<file path="src/smrf_pkg.sv">
// Shared constants and types for the sonar median-of-five range filter.
// No dependencies; imported by the top level.
`timescale 1ns / 1ps

package smrf_pkg;

  // Widths of the stream and register fields.
  localparam int unsigned ChannelWidth = 2;
  localparam int unsigned EchoWidth    = 16;
  localparam int unsigned ScaleWidth   = 16;
  localparam int unsigned OffsetWidth  = 8;
  localparam int unsigned MmWidth      = 14;
  localparam int unsigned DistWidth    = 15;
  localparam int unsigned ProdWidth    = EchoWidth + ScaleWidth;

  // History layout: one memory row per channel, entry 0 (newest) in the low bits.
  localparam int unsigned HistoryDepth = 4;
  localparam int unsigned RowWidth     = HistoryDepth * DistWidth;
  localparam int unsigned MedianCount  = HistoryDepth + 1;

  localparam int unsigned ChannelCountDef = 3;

  typedef logic signed [DistWidth-1:0] dist_t;
  typedef logic [RowWidth-1:0]         row_t;

  localparam logic [MmWidth-1:0] DistMax       = 14'd16383;
  localparam dist_t              ResetDistance = 15'sd200;
  localparam row_t               ResetRow      = {HistoryDepth{ResetDistance}};

  // Register map: register index in paddr[3:2].
  localparam int unsigned RegIdxWidth = 2;
  localparam int unsigned AddrWidth   = RegIdxWidth + 2;
  localparam logic [RegIdxWidth-1:0] RegEchoScale    = 2'd0;
  localparam logic [RegIdxWidth-1:0] RegSensorOffset = 2'd1;
  localparam logic [RegIdxWidth-1:0] RegNoEchoDist   = 2'd2;

  localparam logic [ScaleWidth-1:0]  EchoScaleReset   = 16'd11299;
  localparam logic [OffsetWidth-1:0] SensorOffsetReset = 8'd0;
  localparam logic [MmWidth-1:0]     NoEchoDistReset   = 14'd200;

endpackage

</file>
<file path="src/sonar_median5_range_filter.sv">
// Sonar median-of-five range filter, top level.
// Results pass the stage 1, stage 2 and output registers; stage 2 holds on a stall.
// New items are taken while one earlier item is in flight; the history memory row is
// read on input, written back the next cycle; a forwarding register covers the overlap.
// Reset: asynchronous, active low; registers return to their defaults and every
// channel's history reads as 200 mm through per-row valid bits, with no clearing pass.
`timescale 1ns / 1ps

module sonar_median5_range_filter #(
  parameter int unsigned ChannelCount = smrf_pkg::ChannelCountDef
) (
  input  logic        clk_i,
  input  logic        rst_ni,
  // Input stream.
  input  logic        s_axis_tvalid,
  output logic        s_axis_tready,
  input  logic [15:0] s_axis_tdata,   // [15:0] echo_time_us
  input  logic [1:0]  s_axis_tuser,   // [1:0] channel
  // Result stream.
  output logic        m_axis_tvalid,
  input  logic        m_axis_tready,
  output logic [15:0] m_axis_tdata,   // [14:0] filtered_distance_mm, [15] zero
  // Configuration port.
  input  logic                           psel,
  input  logic                           penable,
  input  logic                           pwrite,
  input  logic [smrf_pkg::AddrWidth-1:0] paddr,
  input  logic [31:0]                    pwdata,
  output logic [31:0]                    prdata,
  output logic                           pready
);

  import smrf_pkg::*;

  localparam int unsigned ChAddrW = (ChannelCount > 1) ? $clog2(ChannelCount) : 1;

  // ---------------------------------------------------------------------------
  // Configuration registers
  // ---------------------------------------------------------------------------
  logic [ScaleWidth-1:0]  echo_scale_q;
  logic [OffsetWidth-1:0] sensor_offset_q;
  logic [MmWidth-1:0]     no_echo_dist_q;
  logic                   cfg_write;
  logic [RegIdxWidth-1:0] reg_idx;

  assign pready    = 1'b1;
  assign reg_idx   = paddr[AddrWidth-1:2];
  assign cfg_write = psel && penable && pwrite && pready;

  always_ff @(posedge clk_i or negedge rst_ni) begin
    if (!rst_ni) begin
      echo_scale_q    <= EchoScaleReset;
      sensor_offset_q <= SensorOffsetReset;
      no_echo_dist_q  <= NoEchoDistReset;
    end else if (cfg_write) begin
      case (reg_idx)
        RegEchoScale:    echo_scale_q    <= pwdata[ScaleWidth-1:0];
        RegSensorOffset: sensor_offset_q <= pwdata[OffsetWidth-1:0];
        RegNoEchoDist:   no_echo_dist_q  <= pwdata[MmWidth-1:0];
        default: ;
      endcase
    end
  end

  // Register read-back.
  always_comb begin
    case (reg_idx)
      RegEchoScale:    prdata = 32'(echo_scale_q);
      RegSensorOffset: prdata = 32'(sensor_offset_q);
      RegNoEchoDist:   prdata = 32'(no_echo_dist_q);
      default:         prdata = '0;
    endcase
  end

  // ---------------------------------------------------------------------------
  // Flow control: the read stage never stalls, so an item is taken only when
  // the two downstream slots can absorb everything in flight.
  // ---------------------------------------------------------------------------
  logic s1_valid_q, s2_valid_q, out_valid_q;
  logic in_fire, out_fire, out_adv;
  logic [1:0] occupancy;

  assign out_fire  = out_valid_q && m_axis_tready;
  assign out_adv   = !out_valid_q || m_axis_tready;
  assign occupancy = 2'(s1_valid_q) + 2'(s2_valid_q) + 2'(out_valid_q) - 2'(out_fire);
  assign s_axis_tready = (occupancy <= 2'd1);
  assign in_fire   = s_axis_tvalid && s_axis_tready;

  // ---------------------------------------------------------------------------
  // Stage 1 capture: memory read issue and the Q0.16 multiply.
  // ---------------------------------------------------------------------------
  logic                 s1_bad_q;
  logic [ChAddrW-1:0]   s1_addr_q;
  logic [ProdWidth-1:0] s1_prod_q;
  logic [ChAddrW-1:0]   in_addr;
  logic                 in_bad;

  assign in_addr = ChAddrW'(s_axis_tuser);
  assign in_bad  = (32'(s_axis_tuser) >= 32'(ChannelCount));

  always_ff @(posedge clk_i or negedge rst_ni) begin
    if (!rst_ni) begin
      s1_valid_q <= 1'b0;
    end else begin
      s1_valid_q <= in_fire;
    end
  end

  always_ff @(posedge clk_i) begin
    if (in_fire) begin
      s1_bad_q  <= in_bad;
      s1_addr_q <= in_addr;
      s1_prod_q <= s_axis_tdata[EchoWidth-1:0] * echo_scale_q;
    end
  end

  // ---------------------------------------------------------------------------
  // History memory, one row of four distances per channel.
  // ---------------------------------------------------------------------------
  logic               wr_en;
  row_t               ram_rdata;
  row_t               new_row;

  smrf_ram #(
    .Width (RowWidth),
    .Depth (ChannelCount)
  ) u_hist_ram (
    .clk_i   (clk_i),
    .we_i    (wr_en),
    .waddr_i (s1_addr_q),
    .wdata_i (new_row),
    .re_i    (in_fire),
    .raddr_i (in_addr),
    .rdata_o (ram_rdata)
  );

  // Row valid bits stand in for the reset contents of the memory.
  logic [ChannelCount-1:0] row_valid_q;
  // Last written row, forwarded when the next item reads the same channel.
  logic                    lw_valid_q;
  logic [ChAddrW-1:0]      lw_addr_q;
  row_t                    lw_row_q;

  always_ff @(posedge clk_i or negedge rst_ni) begin
    if (!rst_ni) begin
      row_valid_q <= '0;
      lw_valid_q  <= 1'b0;
    end else begin
      lw_valid_q <= wr_en;
      if (wr_en) begin
        row_valid_q[s1_addr_q] <= 1'b1;
      end
    end
  end

  always_ff @(posedge clk_i) begin
    if (wr_en) begin
      lw_addr_q <= s1_addr_q;
      lw_row_q  <= new_row;
    end
  end

  // ---------------------------------------------------------------------------
  // Stage 1: corrected distance, history row selection and write-back.
  // ---------------------------------------------------------------------------
  logic [MmWidth-1:0] mm_sat;
  dist_t              fresh;
  row_t               hist_row;

  always_comb begin
    // Saturate the truncated product at the top of the 14-bit range.
    if (s1_prod_q[ProdWidth-1:16+MmWidth] != '0) begin
      mm_sat = DistMax;
    end else begin
      mm_sat = s1_prod_q[16+MmWidth-1:16];
    end
    if (mm_sat == '0) begin
      fresh = dist_t'({1'b0, no_echo_dist_q});
    end else begin
      fresh = dist_t'({1'b0, mm_sat}) - dist_t'({7'd0, sensor_offset_q});
    end

    if (lw_valid_q && (lw_addr_q == s1_addr_q)) begin
      hist_row = lw_row_q;
    end else if (row_valid_q[s1_addr_q]) begin
      hist_row = ram_rdata;
    end else begin
      hist_row = ResetRow;
    end
  end

  assign wr_en   = s1_valid_q && !s1_bad_q;
  assign new_row = {hist_row[RowWidth-DistWidth-1:0], fresh};

  // ---------------------------------------------------------------------------
  // Stage 2: the five candidates; an unknown channel loads zeros so its median is zero.
  // ---------------------------------------------------------------------------
  dist_t s2_vals_q [MedianCount];
  logic  s2_bad_q;

  always_ff @(posedge clk_i or negedge rst_ni) begin
    if (!rst_ni) begin
      s2_valid_q <= 1'b0;
    end else begin
      s2_valid_q <= s1_valid_q || (s2_valid_q && !out_adv);
    end
  end

  always_ff @(posedge clk_i) begin
    if (s1_valid_q) begin
      s2_bad_q <= s1_bad_q;
      for (int k = 0; k < HistoryDepth; k++) begin
        s2_vals_q[k] <= s1_bad_q ? '0 : dist_t'(hist_row[k*DistWidth +: DistWidth]);
      end
      s2_vals_q[HistoryDepth] <= s1_bad_q ? '0 : fresh;
    end
  end

  // Median by rank: an element with at most two smaller and at least two
  // other not-larger values is the third smallest.
  dist_t      median;
  logic [2:0] n_less [MedianCount];
  logic [2:0] n_leq  [MedianCount];

  always_comb begin
    median = s2_vals_q[0];
    for (int i = 0; i < MedianCount; i++) begin
      n_less[i] = '0;
      n_leq[i]  = '0;
      for (int j = 0; j < MedianCount; j++) begin
        if (j != i) begin
          n_less[i] = n_less[i] + 3'(s2_vals_q[j] < s2_vals_q[i]);
          n_leq[i]  = n_leq[i] + 3'(s2_vals_q[j] <= s2_vals_q[i]);
        end
      end
    end
    for (int i = MedianCount - 1; i >= 0; i--) begin
      if ((n_less[i] <= 3'd2) && (n_leq[i] >= 3'd2)) begin
        median = s2_vals_q[i];
      end
    end
  end

  // ---------------------------------------------------------------------------
  // Output register.
  // ---------------------------------------------------------------------------
  dist_t out_data_q;

  always_ff @(posedge clk_i or negedge rst_ni) begin
    if (!rst_ni) begin
      out_valid_q <= 1'b0;
    end else if (out_adv) begin
      out_valid_q <= s2_valid_q;
    end
  end

  always_ff @(posedge clk_i) begin
    if (out_adv && s2_valid_q) begin
      out_data_q <= median;
    end
  end

  assign m_axis_tvalid = out_valid_q;
  assign m_axis_tdata  = {1'b0, out_data_q};

  // ---------------------------------------------------------------------------
  // Assertions
  // ---------------------------------------------------------------------------
`ifndef ASSERT_OFF
  // An item leaving the read stage always finds room in stage 2.
  assert property (@(posedge clk_i) disable iff (!rst_ni)
    s1_valid_q |-> (!s2_valid_q || out_adv))
    else $error("stage 2 overrun by read stage");

  // Stage 1 items are never dropped.
  assert property (@(posedge clk_i) disable iff (!rst_ni)
    s1_valid_q |=> s2_valid_q)
    else $error("item lost after read stage");

  // An unknown channel yields a zero result.
  assert property (@(posedge clk_i) disable iff (!rst_ni)
    (s2_valid_q && out_adv && s2_bad_q) |=> (out_valid_q && (out_data_q == '0)))
    else $error("unknown channel did not give zero");
`endif

endmodule

</file>
<file path="src/smrf_ram.sv">
// Generic single-write, single-read synchronous RAM with registered read data.
// Stand-alone; no package dependencies.
`timescale 1ns / 1ps

module smrf_ram #(
  parameter int unsigned Width = 8,
  parameter int unsigned Depth = 4,
  localparam int unsigned AddrW = (Depth > 1) ? $clog2(Depth) : 1
) (
  input  logic             clk_i,
  input  logic             we_i,
  input  logic [AddrW-1:0] waddr_i,
  input  logic [Width-1:0] wdata_i,
  input  logic             re_i,
  input  logic [AddrW-1:0] raddr_i,
  output logic [Width-1:0] rdata_o
);

  logic [Width-1:0] mem_q [Depth];
  logic [Width-1:0] rdata_q;

  // Write port.
  always_ff @(posedge clk_i) begin
    if (we_i) begin
      mem_q[waddr_i] <= wdata_i;
    end
  end

  // Read port; a read of the address being written returns the old contents.
  always_ff @(posedge clk_i) begin
    if (re_i) begin
      rdata_q <= mem_q[raddr_i];
    end
  end

  assign rdata_o = rdata_q;

endmodule

</file>
<file path="config.mk">
export PLATFORM = sky130hd
export DESIGN_NAME = sonar_median5_range_filter
export DESIGN_NICKNAME = d
export VERILOG_FILES = /design/src/smrf_pkg.sv /design/src/sonar_median5_range_filter.sv /design/src/smrf_ram.sv
export SDC_FILE = /design/constraint.sdc
export NUM_CORES = 1
export LEC_CHECK = 0
export ABC_AREA = 1
export BUFFER_PORTS_ARGS = -buffer_cell sky130_fd_sc_hd__buf_2
export CORE_MARGIN = 2
export CORE_UTILIZATION = 50
export CTS_CLUSTER_SIZE = 25
export DETAILED_ROUTE_END_ITERATION = 8
export PLACE_DENSITY = 0.74
export SYNTH_ARGS = -nofsm -noshare
export SYNTH_HDL_FRONTEND = slang
export SYNTH_SLANG_ARGS = --single-unit
</file>
<file path="constraint.sdc">
create_clock -name clk_i -period 11.5 [get_ports clk_i]
set_input_delay 0 -clock clk_i [delete_from_list [all_inputs] [get_ports clk_i]]
set_output_delay 0 -clock clk_i [all_outputs]
set_load 0.1 [all_outputs]
</file>
==> impl_metrics.csv <==
group,metric,value,unit
sta,hold_viol,0,
clock_network,max-clock-path-buffers,3,
setup_path,critPathKind,"reg2reg",
setup_path,path_depth,20,
grt,grt_pass1_vias,23950,
clock_network,cts_resized,0,
yosys,ys_warn_count,0,
layout,nets,4032,
status,status,"finished, final reports clean",
yosys,synth_enable_flop_cells,411,
die,initial_core_util,50.67,%
sta,setup_viol,0,
detailed_routing,drtPass1Iterations,5,
yosys,synthesis.area,32020,um2
yosys,yosys.cell_types.count,55,
sta,tightest_slew,1.075,ns
setup_path,path_common_cell,"fa_1",
layout,drive_above_1_share,6.663,%
die,row_count,92,
placement,dpl-instance-area,32970,um2
detailed_routing,postRouteAntennaNets,0,
flow_run,maxCapViolCount,0,
detailed_routing,vias,23520,
layout,final_cells,4373,
grt,antenna_found_initial,1,
detailed_routing,drc,0,
die,die_height,257.1,um
setup_path,critPathRequiredTime,11.80,ns
sta,drv_slew,0,
clock_network,cts_setup_buffers,0,
detailed_routing,via_per_inst,5.377,
worst_hold_path,min_path_type,"in2async",
grt,grt_overflow_total,0,
setup_path,arrival,6.45,ns
grt,track_usage,24.74,%
layout,area_growth,8.346,%
clock_network,clk_latency,0.56,ns
clock_network,cts_htree_levels,2,
layout,design_area,34700,um2
placement,port_buffers,75,
layout,diodes,0,
clock_network,root_buffer,"clkbuf_16",
detailed_routing,route.detailed.wl_per_inst,18.48,um
sta,setup_tns,0,ns
setup_path,cp_num_buf_inv,5,
setup_path,crit_fanout,18,
sta,fin_worst_skew,0.01817,ns
detailed_routing,wirelength,80830,um
setup_path,reg2reg_depth,20,
sta,holdWs,0.08618,ns
placement,dp_cells,4272,
die,die_width,257.1,um
setup_path,worstSetupEndpointType,"register",
setup_path,cp_cell_sequence,"nand2_1 -> fa_1 -> fa_1 -> inv_1 -> fa_1 -> fa_1 -> fa_1 -> inv_1 -> fa_1 -> inv_1 -> ha_1 -> nand2_1 -> inv_1 -> a21oi_1 -> inv_1 -> nand2_1 -> o211ai_1 -> a221oi_1 -> nand2_1 -> xor2_1",
yosys,synth_top_flop_cell,"edfxtp_1",
layout,layout.area.seq,13480,um2
clock_network,cts_made_buffers,44,
placement,place_hpwl,56960,um
clock_network,cts_tree,"built",
grt,grt_pass1_wl,128600,um
die,die_area,66090,um2
placement,routabilityCongestion,0.9842,
yosys,syn_avg_cell_area,9.223,um2
sta,fmax,162.5,MHz
clock_network,clk_pin_slew,0.06,ns
detailed_routing,drt_iter0_drc,1868,
setup_path,cp-start-kind,"register",
layout,multi_input_area,15520,um2
sta,rsz0062_at_grt,"false",
yosys,seq_area_frac_synth,42.09,%
clock_network,cts_sinks,456,
layout,n_fill_cell,5407,
setup_path,cpLargestDelayFamily,"adder cells",
sta,fin_crit_sh,53.50,%
die,io_pins,112,
setup_path,critical_path.max_stage_delay,0.90,ns
sta,fin_crit,6.152,ns
yosys,ys_seq_elements,456,
setup_path,worst_path_max_delay_cell,"dfrtp_1",
yosys,ys_async_sr_fraction,9.868,%
sta,slew_headroom,28.34,%
grt,grt_max_degree,76,
die,core_region_area,63200,um2
yosys,syn_inst,3472,
==> synth_stat cells, types with 6 or more instances <==
cell | count | area, um2
edfxtp_1 | 411 | 12340
nor3_1 | 20 | 100.1
or2_2 | 17 | 106.4
xor2_1 | 8 | 70.07
dfrtp_1 | 36 | 900.9
nand3_1 | 116 | 580.6
nand2_4 | 8 | 90.09
nor4_1 | 9 | 56.30
inv_1 | 637 | 2391
nand4_1 | 18 | 112.6
nand3_2 | 13 | 130.1
dfstp_2 | 9 | 236.5
nand2_1 | 884 | 3318
a211oi_1 | 6 | 45.04
buf_4 | 21 | 157.7
o21ai_0 | 103 | 515.5
a21o_1 | 7 | 52.55
a22oi_1 | 12 | 90.09
buf_2 | 12 | 60.06
nor2_1 | 159 | 596.8
fa_1 | 204 | 4084
clkbuf_1 | 109 | 409.1
xnor2_1 | 14 | 122.6
ha_1 | 276 | 3453
a21oi_1 | 287 | 1436
buf_1 | 6 | 22.52
o211ai_1 | 9 | 67.56
==> placed cells by master, fill, tap and decap left out, drive strengths merged, types with 6 or more instances in the layout <==
master / netlist / layout
dfrtp: 36 / 36
bufinv: 0 / 7
nor2: 162 / 162
edfxtp: 411 / 411
nor3: 20 / 20
o211ai: 9 / 9
o21ai: 103 / 103
nand4: 19 / 19
buf: 44 / 92
dfstp: 9 / 9
nand2: 897 / 897
inv: 639 / 643
xor2: 8 / 8
a21oi: 288 / 288
dlygate4sd3: 0 / 19
a22oi: 12 / 12
or2: 18 / 18
clkinv: 2 / 16
clkbuf: 110 / 53
xnor2: 14 / 14
nand3: 129 / 129
a211oi: 6 / 6
fa: 204 / 204
nor4: 10 / 10
a21o: 7 / 7
ha: 276 / 276
conb: 2 / 18
==> kinds of logic after synthesis <==
logic type               synth area share, %
AND/OR/NAND/NOR                        16.50
buffers and inverters                  9.752
adder cells (fa/ha/maj)                23.54
flip-flops                             42.09
AO/OA/AOI/OAI                          7.498
XOR/XNOR                              0.6017
other                                0.02345
==> per-layer routing <==
| layer | GRT usage (%) | part of all wire [%] | vias to the layer above |
|---|---|---|---|
| met5 | 0 | 0 | - |
| met1 | 31.70 | 41 | 11410 |
| met4 | 9.335 | 3.7 | 0 |
| met3 | 2.758 | 6.0 | 162 |
| li1 | - | - | 11140 |
| met2 | 43.18 | 49 | 810 |
==> metrics by stage <==
step	util, %	worst slack, ns
floorplan	-	1.523
global placement	52.17	5.335
CTS	54.90	5.317
finish	54.90	5.348
global route	54.90	5.057
detailed placement	52.17	5.346
==> tightest hold or removal path, delay by kind of cell <==
family,cells,cell delay [ns]
buffers and inverters,3,1.12
==> timing repair <==
action	CTS	global route
hold endpoints to repair	100	0
setup endpoints to repair	0	0
hold buffers	19	0
==> path summary, 6_finish.rpt <==
check	from	end	slack, ns
max	echo_scale_q[2]	s1_prod_q[30]	5.35
max reg2reg	echo_scale_q[2]	s1_prod_q[30]	5.35
min reg2reg	row_valid_q[2]	row_valid_q[2]	0.46
max in group asynchronous	rst_ni	no_echo_dist_q[11]	10.94
min	rst_ni	lw_valid_q	0.09
min in group clk_i	s_axis_tuser[1]	s1_addr_q[1]	0.24
==> state kept, by name, indices dropped and copies added, names as in the netlist, 3 cells and up <==
name	flops
echo_scale_q	16
row_valid_q	3
out_data_q	15
s1_prod_q	16
s2_vals_q	75
lw_row_q	60
no_echo_dist_q	14
u_hist_ram.mem_q	180
sensor_offset_q	8
u_hist_ram.rdata_o	60
==> area by class of cell <==
class	instances	share of cell area, %
clock buffers	53	3.451
clock inverters	29	0.9845
inverters	641	6.935
multi-input cells	2237	44.72
flip-flops and latches	456	38.86
well taps	846	3.051
repair buffers	111	1.998
Power is left out: the tool's default activity adds up to more than one toggle a clock period on the data nets, which glitch-free logic cannot reach.
